[src/rtl/twss_pkg.sv]
`timescale 1ns / 1ps
// Shared types and codes for the timing wheel server scheduler
package twss_pkg;

    // Fixed field widths
    localparam int SERVER_W    = 5;
    localparam int QUERY_W     = 32;
    localparam int DELAY_W     = 7;
    localparam int CMD_W       = 2;
    localparam int CFG_W       = 6;
    localparam int MAX_DELAY_W = 6;
    localparam int REG_IDX_W   = 1;
    localparam int ALU_W       = 8;

    // Register reset values and fallback delay
    localparam logic [MAX_DELAY_W-1:0] MAX_DELAY_RST    = 6'd15;
    localparam logic [MAX_DELAY_W-1:0] DEFAULT_DELAY    = 6'd15;
    localparam logic [SERVER_W-1:0]    SERVER_COUNT_RST = 5'd4;

    // Register indexes
    localparam logic [REG_IDX_W-1:0] REG_MAX_DELAY    = 1'b0;
    localparam logic [REG_IDX_W-1:0] REG_SERVER_COUNT = 1'b1;

    // Commands
    localparam logic [CMD_W-1:0] CMD_INSERT = 2'd0;
    localparam logic [CMD_W-1:0] CMD_TICK   = 2'd1;
    localparam logic [CMD_W-1:0] CMD_GRANT  = 2'd2;

    // Result kinds
    localparam logic [1:0] KIND_INSERT  = 2'd0;
    localparam logic [1:0] KIND_RELEASE = 2'd1;
    localparam logic [1:0] KIND_EMPTY   = 2'd2;
    localparam logic [1:0] KIND_GRANT   = 2'd3;

    // Status codes
    localparam logic [1:0] ST_OK        = 2'd0;
    localparam logic [1:0] ST_BAD_DELAY = 2'd1;
    localparam logic [1:0] ST_SLOT_FULL = 2'd2;
    localparam logic [1:0] ST_QUEUE     = 2'd3;

    // Adder operands
    localparam logic [ALU_W-1:0] ALU_ONE       = 8'd1;
    localparam logic [ALU_W-1:0] ALU_MINUS_ONE = 8'hFF;

    typedef struct packed {
        logic [CMD_W-1:0]    cmd;
        logic [DELAY_W-1:0]  delay;
        logic [SERVER_W-1:0] server_num;
        logic [QUERY_W-1:0]  query_tag;
    } t_in_word;

    typedef struct packed {
        logic [1:0]          kind;
        logic [1:0]          status;
        logic [SERVER_W-1:0] out_server;
        logic [QUERY_W-1:0]  out_query;
        logic                last;
        logic                server_free;
    } t_out_word;

    typedef struct packed {
        logic [ALU_W-1:0] a;
        logic [ALU_W-1:0] b;
        logic [ALU_W-1:0] m;
    } t_alu_req;

    typedef struct packed {
        logic [ALU_W-1:0] sum;
        logic             ge;
        logic [ALU_W-1:0] red;
    } t_alu_rsp;

    typedef struct packed {
        logic                load;
        logic [SERVER_W-1:0] load_num;
        logic                push;
        logic [SERVER_W-1:0] push_server;
        logic                pop;
    } t_fifo_ctl;

    typedef struct packed {
        logic                empty;
        logic                full;
        logic                one;
        logic [SERVER_W-1:0] head_server;
    } t_fifo_stat;

endpackage

[src/rtl/twss_fifo.sv]
`timescale 1ns / 1ps
// Circular queue of free server numbers, reloaded with 1..n on reset or load
module twss_fifo #(
    parameter int DEPTH = 16
) (
    input  logic                   i_clk,
    input  logic                   i_rst_n,
    input  twss_pkg::t_fifo_ctl    i_ctl,
    output twss_pkg::t_fifo_stat   o_stat
);

    localparam int CW = $clog2(DEPTH + 1);
    localparam int PW = (DEPTH > 1) ? $clog2(DEPTH) : 1;
    localparam int LW = (CW > twss_pkg::SERVER_W) ? CW : twss_pkg::SERVER_W;

    logic [twss_pkg::SERVER_W-1:0] r_entry [DEPTH];
    logic [PW-1:0]                 r_head;
    logic [PW-1:0]                 r_tail;
    logic [CW-1:0]                 r_count;

    logic [twss_pkg::SERVER_W-1:0] load_sel;
    logic [LW-1:0]                 load_ext;
    logic [CW-1:0]                 load_cnt;
    logic [PW-1:0]                 load_tail;
    logic                          is_full;
    logic                          is_empty;

    // Reload size, saturated at the queue depth
    assign load_sel  = i_rst_n ? i_ctl.load_num : twss_pkg::SERVER_COUNT_RST;
    assign load_ext  = LW'(load_sel);
    assign load_cnt  = (load_ext > LW'(DEPTH)) ? CW'(DEPTH) : CW'(load_ext);
    assign load_tail = (load_cnt == CW'(DEPTH)) ? '0 : PW'(load_cnt);

    assign is_full  = (r_count == CW'(DEPTH));
    assign is_empty = (r_count == '0);

    // Queue state
    always_ff @(posedge i_clk) begin
        if (!i_rst_n || i_ctl.load) begin
            r_head  <= '0;
            r_tail  <= load_tail;
            r_count <= load_cnt;
            for (int i = 0; i < DEPTH; i++) begin
                r_entry[i] <= twss_pkg::SERVER_W'(i + 1);
            end
        end else if (i_ctl.push && !is_full) begin
            r_entry[r_tail] <= i_ctl.push_server;
            r_tail          <= (r_tail == PW'(DEPTH - 1)) ? '0 : r_tail + 1'b1;
            r_count         <= r_count + 1'b1;
        end else if (i_ctl.pop && !is_empty) begin
            r_head  <= (r_head == PW'(DEPTH - 1)) ? '0 : r_head + 1'b1;
            r_count <= r_count - 1'b1;
        end
    end

    assign o_stat.empty       = is_empty;
    assign o_stat.full        = is_full;
    assign o_stat.one         = (r_count == CW'(1));
    assign o_stat.head_server = r_entry[r_head];

endmodule
[config.mk]
export PLATFORM = sky130hd
export DESIGN_NAME = twss_fifo
export DESIGN_NICKNAME = d
export VERILOG_FILES = /design/src/rtl/twss_pkg.sv /design/src/rtl/twss_fifo.sv
export SDC_FILE = /design/constraint.sdc
export NUM_CORES = 1
export LEC_CHECK = 0
export ABC_AREA = 1
export BUFFER_PORTS_ARGS = -buffer_cell sky130_fd_sc_hd__buf_4
export CORE_UTILIZATION = 30
export DETAILED_ROUTE_END_ITERATION = 8
export PLACE_DENSITY_LB_ADDON = 0.2
export SYNTH_ARGS = -nofsm -noshare
export SYNTH_HDL_FRONTEND = slang
export SYNTH_SLANG_ARGS = --single-unit
[constraint.sdc]
create_clock -name i_clk -period 2 [get_ports i_clk]
set_input_delay 0.1 -clock i_clk [delete_from_list [all_inputs] [get_ports i_clk]]
set_output_delay 0.1 -clock i_clk [all_outputs]
set_load 0.02 [all_outputs]
# Word level (Yosys, flattened, before mapping)

Memory sizes are Yosys's and may differ from the RTL's. A register that Yosys moved wholly into a read port is not among the register bits.
Cells that the tools add are included.

Flip-flop bits (word level): 13
Memory bits (writable): 80
Bits of input ports: 15
Output and inout port bits: 8
Word-level logic and storage cells: 46
Memories kept: 1

Memory list:

| name    | depth | bits a word | rd ports | clocked after memory_dff | wr ports | line            | RTL |
|---|---|---|---|---|---|---|---|
| r_entry | 16    | 5           | 1        | 1                        | 16       | twss_fifo.sv:16 | `logic [twss_pkg::SERVER_W-1:0] r_entry [DEPTH];` |

Add/sub/neg operators: 4
$lt $le $gt $ge: 1
Eq/ne operators: 5
Multiplexer cells: 20
Bitwise logic cells: 1
Reductions and logical operators: 11

Operator list:

| kind                                                 | count |
|---|---|
| 2-to-1 mux 4 bit                                     | 8 |
| 2-to-1 mux 5 bit                                     | 6 |
| == test 5 bit, second input constant                 | 2 |
| adder 4 x 1 -> 4 bit, second input constant          | 2 |
| == test 4 bit, second input constant                 | 2 |
| 2-to-1 mux 1 bit                                     | 6 |
| adder 5 x 1 -> 5 bit, second input constant          | 1 |
| == test 5 x 1 -> 1 bit, second input constant        | 1 |
| greater-than comparator 5 bit, second input constant | 1 |
| logical NOT 5 bit                                    | 1 |
| OR reduction 5 bit                                   | 1 |
| subtractor 5 x 1 -> 5 bit, second input constant     | 1 |
| logical NOT 1 bit                                    | 3 |
| nonzero test 3 bit                                   | 1 |
| logical AND 1 bit                                    | 2 |
| AND reduction 2 bit                                  | 1 |
| nonzero test 2 bit                                   | 1 |
| logical OR 1 bit                                     | 1 |
| inverter 1 bit                                       | 1 |

# Depth between registers and ports, before layout

Depth in word-level cells: 8
Mapped depth: 10
Depth with buffers taken out: 10

# Least setup slack after synthesis

OpenSTA, ideal clock, no wires.

Path kind: register to register
Start point: register r_count[0]
End point: memory r_entry[11][0] (netlist bit) (enable)
Setup time: 0.313 ns
Arrival time: 1.445 ns
Data required time: 1.687 ns
Slack: 0.242 ns
Cell stages (with the launch flop): 10
Buffers on the path: 0
Clock period less this slack: 1.758 ns
Path through: edfxtp_1 inv_1 ha_1 nand2_1 inv_1 a21boi_2 nand2_4 nor2_4 nand2_1 nand2_1

RTL lines:

| element                  | line            | RTL |
|---|---|---|
| start: declaration       | twss_fifo.sv:19 | `logic [CW-1:0] r_count;` |
| start signal: assignment | twss_fifo.sv:42 | `r_count <= load_cnt;` |
| start signal: assignment | twss_fifo.sv:49 | `r_count <= r_count + 1'b1;` |
| start signal: assignment | twss_fifo.sv:52 | `r_count <= r_count - 1'b1;` |
| end: declaration         | twss_fifo.sv:16 |  |

==> results.cfg <==
[run_status]
status = complete, no violations

[sta]
rsz0062_at_grt = true
maxSlewViolCount = 0
finalHoldViolCount = 0
fin_tns_setup_ns = 0
report.final.setup_viol = 0
min_period_over_period_pct = 94.33
tightest_slew_ns = 0.5451
period_needed_ns = 1.887
slew_headroom_pct = 63.62
fmax_mhz = 530.1
fin_skew_ns = 0.007781

[drt]
wl_per_cell_um = 15.58
avgViaCountPerCell = 4.659
via_count = 3839
ant_nets = 0
drtPass1Iterations = 6
drt_iter0_drc = 297
wirelength_mm = 12.84
drc_errors = 0

[power]
cell_internal_pwr_uw = 3535
power_frac_clock_pct = 35.8
power.switching_uw = 1284
p_sw_share_pct = 26.65
power.share.sequential_pct = 49.1
power.leakage_uw = 0.002389
power_density_nw_per_um2 = 828.5
irDropWorstVdd_v = 0.0003906
p_comb_share_pct = 15.1

[grt]
grt_pass1_wl_mm = 20.70
grt-ovfl-total = 0
grt.total_usage_pct = 16.59
grt_pass1_vias = 3865
grt_antenna_before_repair = 0
grt_max_degree = 41

[clocking]
root_buffer = clkbuf_16
cts_buffer_depth = 2
numCtsBuffers = 9
path_clk_slew_ns = 0.07
holdBufCountCts = 0
clock_latency_ns = 0.35
cts_tree = built
clock_sinks = 97
h-tree-depth = 3

[setup_path]
critical_path_class = flop to flop
crit_fanout = 7
cp.arrival_ns = 1.93
crit_start = r_count[1]
regToRegStartpoint = r_count[1]
cp-end-kind = flop
start_kind = flop
cp.required_ns = 2.04

[placed_design]
portBuffers = 22
gp_congestion = 0.8632
dp_hpwl_mm = 9.334

[die]
die_height_um = 131.1
core-area_um2 = 16060
die_x_um = 131.1
ios = 23
rows = 46
start_util_pct = 31.12
dieArea_um2 = 17180

[finish]
layout-drive-gt1-share_pct = 15.79
final_util_pct = 36.22
most-common-layout-cells = nand2_1 (194), edfxtp_1 (89), nor2_1 (79)
diodes = 0
final_common_cell = nand2_1
fill_cells = 1643
syn_to_final_growth_pct = 16.40
final_nets = 627

[logic_synthesis]
ys_seq_area_share_pct = 56.69
ys_types = 27
synth_area_per_cell_um2 = 8.706
yosys_warnings = 0
ys_ff_latch = 97
synth_fp_nets = 598
netlist_instances = 574
synth.cell_area_um2 = 4997

[worst_hold_path]
hold_class = primary input to flop
min_from = i_ctl[12]

[run]
drv_cap = 0
[state kept, by name (all words and copies together), names as in the netlist, named ones only]
register  flops
r_tail        4
r_head        4
r_entry      80
r_count       5
[critical path: stages (launching register included)]
cell and delay, ns:
edfxtp_1 0.38, inv_1 0.09, ha_1 0.20, nand2_1 0.06, inv_1 0.05, a21boi_2 0.16
nand2_4 0.14, nor2_4 0.19, nand2_2 0.11, nand2_1 0.20
[power by group through the flow]
stage	Sequential (uW)	Clock, uW	Combinational [uW]
after global placement	2410	0	693
after CTS	2370	1760	693
after detailed placement	2410	0	691
after floorplan	2390	0	475
after global routing	2380	1830	812
final	2370	1730	726
[cell usage after synthesis (all sizes together)]
master	count	share of area, %
edfxtp	89	53
clkbuf	11	0.83
nand4	3	0.38
or2	2	0.25
o21ai	17	1.7
nor2	93	8.7
clkinv	1	0.075
buf	13	1.4
a21boi	1	0.23
ha	9	2.3
nor3	2	0.20
dfxtp	8	3.2
xor2	5	0.88
xnor2	2	0.35
nand3	54	5.4
inv	47	3.5
o211ai	1	0.15
a21oi	2	0.20
nand2	214	17
[cells by family after synthesis]
kind of cell               Yosys count  share of synthesized area, %
AOI/OAI and AO/OA                   21                         2.278
and+or+nand+nor                    368                         31.70
xor gates and xnor gates             7                         1.227
buffers and inverters               72                         5.859
DFF                                 97                         56.68
adders and majority gates            9                         2.253
[per-layer routing]
| metal | GRT usage (%) | routed length, um | share of wire, % |
|---|---|---|---|
| met2 | 26.39 | 5899 | 46 |
| met5 | 0 | 0 | 0 |
| met4 | 5.815 | 201 | 1.6 |
| met3 | 4.343 | 640 | 5.0 |
| met1 | 21.83 | 6101 | 48 |
[stage by stage]
stage                     hold slack, ns  cell area (um^2)  cells  worst slack, ns  total power, uW
after global routing             0.09766              5817    824         -0.03662             5023
after global placement            0.4517              5473    805           0.1294             3103
after floorplan                   0.2893              4997    574           0.2420             2863
after CTS                        0.08385              5762    821          0.06396             4822
after detailed placement          0.4645              5473    805          0.07437             3104
final                            0.09892              5817    824           0.1134             4819
[layout make-up]
type                            count  area (um^2)  share of cell area, %
Clock buffer                       11        232.7                  4.001
Clock inverter                      5        56.30                 0.9679
Inverter                           48        180.2                  3.097
Multi-Input combinational cell    405         1904                  32.74
Sequential cell                    97         2833                  48.70
Tap cell                          216        270.3                  4.646
Timing Repair Buffer               42        340.3                  5.851
[repair_timing]
item | CTS | global route
resized for setup | 0 | 13
setup endpoints to repair | 0 | 95
buffers inserted | 0 | 3
[worst paths after layout]
kind                                      end  slack, ns  cells past startpoint
worst max-delay path            r_entry[7][4]       0.11                      9
worst min-delay path                     flop        0.1                      4
worst max register to register  r_entry[7][4]       0.11                      9
worst min register to register      r_head[1]       0.57                      2
(Power assumes the default switching activity.)
