--- config.mk ---
export PLATFORM = sky130hd
export DESIGN_NAME = twss_addcmp
export DESIGN_NICKNAME = d
export VERILOG_FILES = /design/src/rtl/twss_pkg.sv /design/src/rtl/twss_addcmp.sv
export SDC_FILE = /design/constraint.sdc
export NUM_CORES = 1
export LEC_CHECK = 0
export ABC_AREA = 1
export BUFFER_PORTS_ARGS = -buffer_cell sky130_fd_sc_hd__buf_4
export CORE_ASPECT_RATIO = 0.8
export CORE_UTILIZATION = 30
export DETAILED_ROUTE_END_ITERATION = 10
export SLEW_MARGIN = 20
export SYNTH_ARGS = -nofsm -noshare
export SYNTH_HDL_FRONTEND = slang
export SYNTH_SLANG_ARGS = --single-unit
--- constraint.sdc ---
create_clock -name vclk -period 2.7
set_input_delay 0.135 -clock vclk [all_inputs]
set_output_delay 0.135 -clock vclk [all_outputs]
set_load 0.02 [all_outputs]
--- src/rtl/twss_pkg.sv ---
`timescale 1ns / 1ps
// Shared types and codes for the timing wheel server scheduler
package twss_pkg;

    // Fixed field widths
    localparam int SERVER_W    = 5;
    localparam int QUERY_W     = 32;
    localparam int DELAY_W     = 7;
    localparam int CMD_W       = 2;
    localparam int CFG_W       = 6;
    localparam int MAX_DELAY_W = 6;
    localparam int REG_IDX_W   = 1;
    localparam int ALU_W       = 8;

    // Register reset values and fallback delay
    localparam logic [MAX_DELAY_W-1:0] MAX_DELAY_RST    = 6'd15;
    localparam logic [MAX_DELAY_W-1:0] DEFAULT_DELAY    = 6'd15;
    localparam logic [SERVER_W-1:0]    SERVER_COUNT_RST = 5'd4;

    // Register indexes
    localparam logic [REG_IDX_W-1:0] REG_MAX_DELAY    = 1'b0;
    localparam logic [REG_IDX_W-1:0] REG_SERVER_COUNT = 1'b1;

    // Commands
    localparam logic [CMD_W-1:0] CMD_INSERT = 2'd0;
    localparam logic [CMD_W-1:0] CMD_TICK   = 2'd1;
    localparam logic [CMD_W-1:0] CMD_GRANT  = 2'd2;

    // Result kinds
    localparam logic [1:0] KIND_INSERT  = 2'd0;
    localparam logic [1:0] KIND_RELEASE = 2'd1;
    localparam logic [1:0] KIND_EMPTY   = 2'd2;
    localparam logic [1:0] KIND_GRANT   = 2'd3;

    // Status codes
    localparam logic [1:0] ST_OK        = 2'd0;
    localparam logic [1:0] ST_BAD_DELAY = 2'd1;
    localparam logic [1:0] ST_SLOT_FULL = 2'd2;
    localparam logic [1:0] ST_QUEUE     = 2'd3;

    // Adder operands
    localparam logic [ALU_W-1:0] ALU_ONE       = 8'd1;
    localparam logic [ALU_W-1:0] ALU_MINUS_ONE = 8'hFF;

    typedef struct packed {
        logic [CMD_W-1:0]    cmd;
        logic [DELAY_W-1:0]  delay;
        logic [SERVER_W-1:0] server_num;
        logic [QUERY_W-1:0]  query_tag;
    } t_in_word;

    typedef struct packed {
        logic [1:0]          kind;
        logic [1:0]          status;
        logic [SERVER_W-1:0] out_server;
        logic [QUERY_W-1:0]  out_query;
        logic                last;
        logic                server_free;
    } t_out_word;

    typedef struct packed {
        logic [ALU_W-1:0] a;
        logic [ALU_W-1:0] b;
        logic [ALU_W-1:0] m;
    } t_alu_req;

    typedef struct packed {
        logic [ALU_W-1:0] sum;
        logic             ge;
        logic [ALU_W-1:0] red;
    } t_alu_rsp;

    typedef struct packed {
        logic                load;
        logic [SERVER_W-1:0] load_num;
        logic                push;
        logic [SERVER_W-1:0] push_server;
        logic                pop;
    } t_fifo_ctl;

    typedef struct packed {
        logic                empty;
        logic                full;
        logic                one;
        logic [SERVER_W-1:0] head_server;
    } t_fifo_stat;

endpackage

--- src/rtl/twss_addcmp.sv ---
`timescale 1ns / 1ps
// Shared add / compare / reduce unit: sum = a + b, and sum - m when sum >= m
module twss_addcmp (
    input  twss_pkg::t_alu_req i_req,
    output twss_pkg::t_alu_rsp o_rsp
);

    logic [twss_pkg::ALU_W-1:0] sum;
    logic                       ge;

    assign sum = i_req.a + i_req.b;
    assign ge  = (sum >= i_req.m);

    assign o_rsp.sum = sum;
    assign o_rsp.ge  = ge;
    assign o_rsp.red = ge ? (sum - i_req.m) : sum;

endmodule

; Word level (Yosys, flattened, before mapping)
; Index checks and enable logic that the tools add are counted.
[word_totals]
wordCells = 4
regBits = 0
out_inout_bits = 17
[classes]
n_addsub = 2
magnitude_cmp = 1
n_mux = 1
[ops]
columns = cell, n
row1 = 8-bit adder, 1
row2 = 8-bit greater-or-equal comparator, 1
row3 = 8-bit 2-to-1 mux, 1
row4 = 8-bit subtractor, 1

; Logic depth before layout (Yosys ltp)
; Gate-level depths: netlist of run 1.
[logic_depth]
word_depth = 3
mapped_depth = 17
depth_no_buf = 16

; Least setup slack after synthesis of run 1
; No wires, ideal clock.
[synth_timing]
kind = input to output
startpoint = input i_req[10] (netlist name)
endpoint = output o_rsp[1] (netlist name)
path_buffers = 1
stages = 12
setup_slack_ps = 23
t_required_ps = 2565
arrival_time_ps = 2542
path_cell_list = ha_1 or2_2 nand2_1 xor2_1 ha_1 or2_4 nand3_2 nand2_2 nor2_4 buf_12 nand2_2 nand2_1
[synth_lines]
columns = item, line
row1 = "start, declared", twss_addcmp.sv:4  ; input twss_pkg::t_alu_req i_req,
row2 = "end, declared", twss_addcmp.sv:5  ; output twss_pkg::t_alu_rsp o_rsp

==> metrics, run 1 <==
pwr/cell area 495 nW/um^2; global-route wire length before repair 3880 um; DP HPWL 2060 um; RSZ-0062 raised after global routing no; status finished clean; Synth cell types 25; final worst slack 0.169 ns; fin cells 252; final wirelength 2260 um; critical path data required time 2.57 ns; WP buf/inv 4; Tmin final 2.53 ns; share of layout cells above drive strength 1 0.402; Post-Synthesis Cells 162; FF+latch area 0 um^2; die area 3440 um^2; Final nets 257; Antenna diodes 0; clock buf count 0; crit end category output pin; post-synthesis sequential area ratio 0; num sequential 0; Die X-Extent 65.3 um; fin crit share 0.938; Max Slew Vio Count 0; post-synth design cell area 962 um^2; pin count of the biggest net entering global routing 8; end of the worst hold path o_rsp[9]; DRC 0; vias in the first global route 938; WHS 0.652 ns; data arrival time of the worst path 2.40 ns; P&R area growth vs syn 51.9%; ANT nets after route 0; worst-margin pin slew 0.254 ns; Achievable Freq 395 MHz; fillcell total 319; GRT Overall Usage 0.140; GRT overflow 0; Avg WL per Cell 8.95 um; Placer Congestion 0.823; Core Rows 17; Fin. Hold Viols 0; Die Ht 52.7 um; via total after detailed routing 1081; Cells after DPL 251; LEAKAGE 0.850 nW; Post-Syn Nets 203; crit-path cells buf_4, ha_1, or2_2, nand3_1, nand3b_1, and2_1, ha_4, nand2_2, nor2_2, nand2_1, inv_1, nor2_4, buf_6, o21ai_2, buf_4; critical path peak fanout 5; worst hold path depth 3; DP Worst Slack 0.0208 ns; drt first pass iters 4; max cap viols 0; Worst Hold Launch i_req[16]; area of the multi-input gates 877 um^2; initial antenna violation count 0; slowest cell on the critical path or2_2; Hold Path Class in -> out; Initial Utilization 0.333; Ys Warns 0; Setup crit start kind primary input; Detailed Route Iter0 Violations 33; num ports 41; post-route setup TNS 0 ns; Worst path most repeated cell buf_4; delay-heaviest family, CP simple AND/OR/NAND/NOR gates; crit path kind in -> out; Worst slew margin 0.829; Final Setup Violations 0; Mapped Avg Cell Area 5.94 um^2; CP max stage delay 0.31 ns; Max IR drop VDD 269 uV; Port Buffer Count 41; core area 2890 um^2; routed vias/inst 4.29
[repair_timing]
item	in CTS	in global routing
gates resized for setup	1	13
hold buffers	0	0
endpoints found under the setup margin	2	9
setup buffers	0	1
pin swaps	0	2
[cell usage in the layout, fill, tap and decap left out, types with 2 or more instances in the layout]
| cell type | synthesis | final |
|---|---|---|
| nand2_1 | 56 | 53 |
| inv_1 | 31 | 31 |
| nand2_2 | 9 | 12 |
| xor2_1 | 4 | 3 |
| nand3_2 | 1 | 2 |
| a21oi_2 | 0 | 2 |
| ha_4 | 0 | 3 |
| buf_6 | 1 | 2 |
| a21oi_1 | 4 | 2 |
| o21ai_2 | 3 | 3 |
| xnor2_1 | 3 | 3 |
| buf_4 | 1 | 53 |
| nand3_1 | 11 | 10 |
| ha_1 | 15 | 11 |
| nand3b_1 | 4 | 4 |
| nor2_1 | 7 | 7 |
[cell usage after synthesis, drive strengths merged, types with 3 or more instances]
master  number  area [um^2]
ha          15          188
xnor2        3         26.3
xor2         4         35.0
inv         31          116
nand3       13         82.6
o21ai        4         31.3
a21oi        5         36.3
nor2         9         43.8
nand2       65          267
buf          3         38.8
nand3b       4         30.0
[worst max path at each step]
stage | from | end | slack (ns) | cells after the start
3_5_place_dp | i_req[8] | o_rsp[0] | 0.02 | 19
6_report | i_req[10] | o_rsp[4] | 0.17 | 15
5_1_grt | i_req[10] | o_rsp[0] | 0.002 | 17
4_1_cts | i_req[8] | o_rsp[0] | 0.06 | 19
3_3_place_gp | i_req[8] | o_rsp[4] | 0.03 | 19
2_1_floorplan | i_req[10] | o_rsp[1] | 0.02 | 12
[worst min-delay path: stages]
cell and delay (ns):
buf_4 0.08, ha_2 0.16, buf_4 0.14
[layer usage]
| layer | global-route usage | vias up | part of all wire |
|---|---|---|---|
| met2 | 0.241 | 20 | 0.44 |
| met3 | 0.00652 | 0 | 0.034 |
| li1 | - | 604 | - |
| met4 | 0 | 0 | 0 |
| met5 | 0 | - | 0 |
| met1 | 0.203 | 457 | 0.52 |
[kinds of logic after synthesis]
family / count (synthesis) / share of synthesized area
buffers and inverters: 34 / 0.161
adders and majority gates: 17 / 0.237
and+or+nand+nor: 95 / 0.468
xor gates and xnor gates: 7 / 0.0637
AOI/OAI and AO/OA: 9 / 0.0702
[final cells by class]
class	instances	area share
well taps	38	0.0325
repair buffers	55	0.288
multi-input cells	128	0.600
inverters	31	0.0796
[report_power, final]
group / switching, mW / total, mW / internal [mW] / leakage, nW
clock: 0 / 0 / 0 / 0
combinational: 0.394 / 0.724 / 0.329 / 0.850
sequential: 0 / 0 / 0 / 0
total: 0.394 / 0.724 / 0.329 / 0.850
[per-stage QoR]
stage	area, um^2	total power, mW	utilization
finish	1460	0.724	0.505
global route	1460	0.803	0.505
CTS	1380	0.694	0.477
detailed placement	1380	0.690	0.476
global placement	1380	0.692	0.476
floorplan	962	0.469	-
Note: power is estimated with default switching activity, not from simulation.
==> inputs of run 2 (changes only) <==
--- a/config.mk
+++ b/config.mk
@@ -10,6 +10,7 @@
 export CORE_ASPECT_RATIO = 0.8
 export CORE_UTILIZATION = 30
 export DETAILED_ROUTE_END_ITERATION = 10
+export SETUP_SLACK_MARGIN = 0.3
 export SLEW_MARGIN = 20
 export SYNTH_ARGS = -nofsm -noshare
 export SYNTH_HDL_FRONTEND = slang
==> run 2 against run 1 <==
  * Worst hold slack worse by 0.034 ns
  * Die area stayed put
  * Non-clock buffer count is 2 lower
  * First-iteration DRC count is 6.1% lower
  * Sequential share of layout area stayed put
  * Critical path type unchanged
==> metrics, run 2 (same netlist as run 1, synthesis figures left out) <==
Achievable Freq 408 MHz (was 395 MHz); post-route setup TNS 0 ns (unchanged); status finished clean (unchanged); Hold Path Class in -> out (unchanged); core area 2890 um^2 (unchanged); via total after detailed routing 1140 (was 1081); initial antenna violation count 0 (unchanged); Cells after DPL 242 (was 251); data arrival time of the worst path 2.31 ns (was 2.40 ns); CP max stage delay 0.31 ns (about the same); die area 3440 um^2 (unchanged); Worst Setup SP i_req[10] (unchanged); GRT Overall Usage 0.167 (was 0.140); FF+latch area 0 um^2 (unchanged); DP HPWL 2210 um (was 2060 um); critical path data required time 2.57 ns (about the same); leading cell types in the layout, fill and taps excluded 44 x nand2_1, 41 x buf_4, 28 x inv_1 (was 53 x nand2_1, 53 x buf_4, 31 x inv_1); Detailed Route Iter0 Violations 31 (was 33); routed vias/inst 4.56 (was 4.29); Final Setup Violations 0 (unchanged); DRC 0 (unchanged); GRT overflow 0 (unchanged); final wirelength 2930 um (was 2260 um); Initial Utilization 0.333 (unchanged); Tmin final 2.45 ns (was 2.53 ns); fin crit share 0.907 (was 0.938); crit end category output pin (unchanged); max cap viols 0 (unchanged); most common cell after layout, fill and taps aside nand2_1; worst-margin pin slew 0.267 ns (was 0.254 ns); ANT nets after route 0 (unchanged); share of layout cells above drive strength 1 0.519 (was 0.402); num ports 41 (unchanged); Final nets 255 (was 257); Die X-Extent 65.3 um (unchanged); Core Util, Final 0.589 (was 0.505); # hold bufs at CTS 0 (unchanged); P&R area growth vs syn 77.1% (was 51.9%); Avg WL per Cell 11.7 um (was 8.95 um); fin cells 250 (was 252); WP buf/inv 3 (was 4); clock buf count 0 (unchanged); global-route wire length before repair 4550 um (was 3880 um); Fin. Hold Viols 0 (unchanged); pwr/cell area 518 nW/um^2 (was 495 nW/um^2); num sequential 0 (unchanged); RSZ-0062 raised after global routing yes (was no); Max Slew Vio Count 0 (unchanged); crit-path cells buf_4, ha_4, or2_4, nand3b_1, nand2_1, nand2_1, nand2_2, ha_4, nand2_1, nor2_4, nand3_2, nand2_2, nor2_4, buf_6, o21ai_2, buf_6 (was buf_4, ha_1, or2_2, nand3_1, nand3b_1, and2_1, ha_4, nand2_2, nor2_2, nand2_1, inv_1, nor2_4, buf_6, o21ai_2, buf_4); Max IR drop VDD 158 uV (was 269 uV); Core Rows 17 (unchanged); Antenna diodes 0 (unchanged); Worst path most repeated cell nand2_1 (was buf_4); Port Buffer Count 41 (unchanged); Setup crit start kind primary input (unchanged); slowest cell on the critical path ha_4 (was or2_2); pin count of the biggest net entering global routing 8 (unchanged); Worst slew margin 0.821 (was 0.829); delay-heaviest family, CP simple AND/OR/NAND/NOR gates (unchanged); Die Ht 52.7 um (unchanged); crit path kind in -> out (unchanged); Worst Hold Launch i_req[8] (was i_req[16]); critical path peak fanout 7 (was 5); drt first pass iters 3 (was 4); vias in the first global route 1051 (was 938); LEAKAGE 0.887 nW (was 0.850 nW); Placer Congestion 0.816 (was 0.823)
## run 2: cell types whose count changed in the layout (fill, tap and decap cells not counted), moves of 6 or more
cell / previous run / this run
buf_4: 53 / 41
buf_6: 2 / 11
ha_4: 3 / 11
ha_1: 11 / 4
nand2_1: 53 / 44
nand2_2: 12 / 18
## run 2: final cells by class
cell class / instances / area (um^2)
inverters: 31 / 116
multi-input cells: 128 / 1090
fillers: 282 / 1190
repair buffers: 53 / 447
well taps: 38 / 47.5
## run 2: worst paths after layout
kind,cells after the start,slack (ns),endpoint
setup / recovery,16,0.25,o_rsp[3]
hold / removal,3,0.62,o_rsp[9]
## run 2: timing repair
| action | CTS | global route |
|---|---|---|
| resized for setup | 32 | 14 |
| pin swaps | 16 | 14 |
| endpoints found under the setup margin | 9 | 8 |
| cloned | 0 | 0 |
| buffers inserted | 5 | 3 |
## run 2: where the power goes
part           switching [mW]  internal, mW
clock                       0             0
sequential                  0             0
combinational           0.469         0.414
## run 2: worst min-delay path, delay by kind of cell
kind | cells | cell delay [ns]
adder cells (fa/ha/maj) | 1 | 0.14
buffers and inverters | 2 | 0.21
## run 2: routing by layer
layer | global-route usage | wire (um)
met4 | 0.0181 | 16
met2 | 0.328 | 1570
met1 | 0.207 | 1270
met3 | 0.00435 | 64
met5 | 0 | 0
## run 2: metrics by stage
step	cell area, um^2	power [mW]	worst slack (ns)	hold slack (ns)
after floorplan	1070	0.521	0.311	0.499
after global placement	1420	0.707	0.118	0.657
after detailed placement	1420	0.720	0.0558	0.670
after CTS	1620	0.836	0.226	0.603
after global routing	1700	0.953	0.155	0.637
final	1700	0.883	0.251	0.619
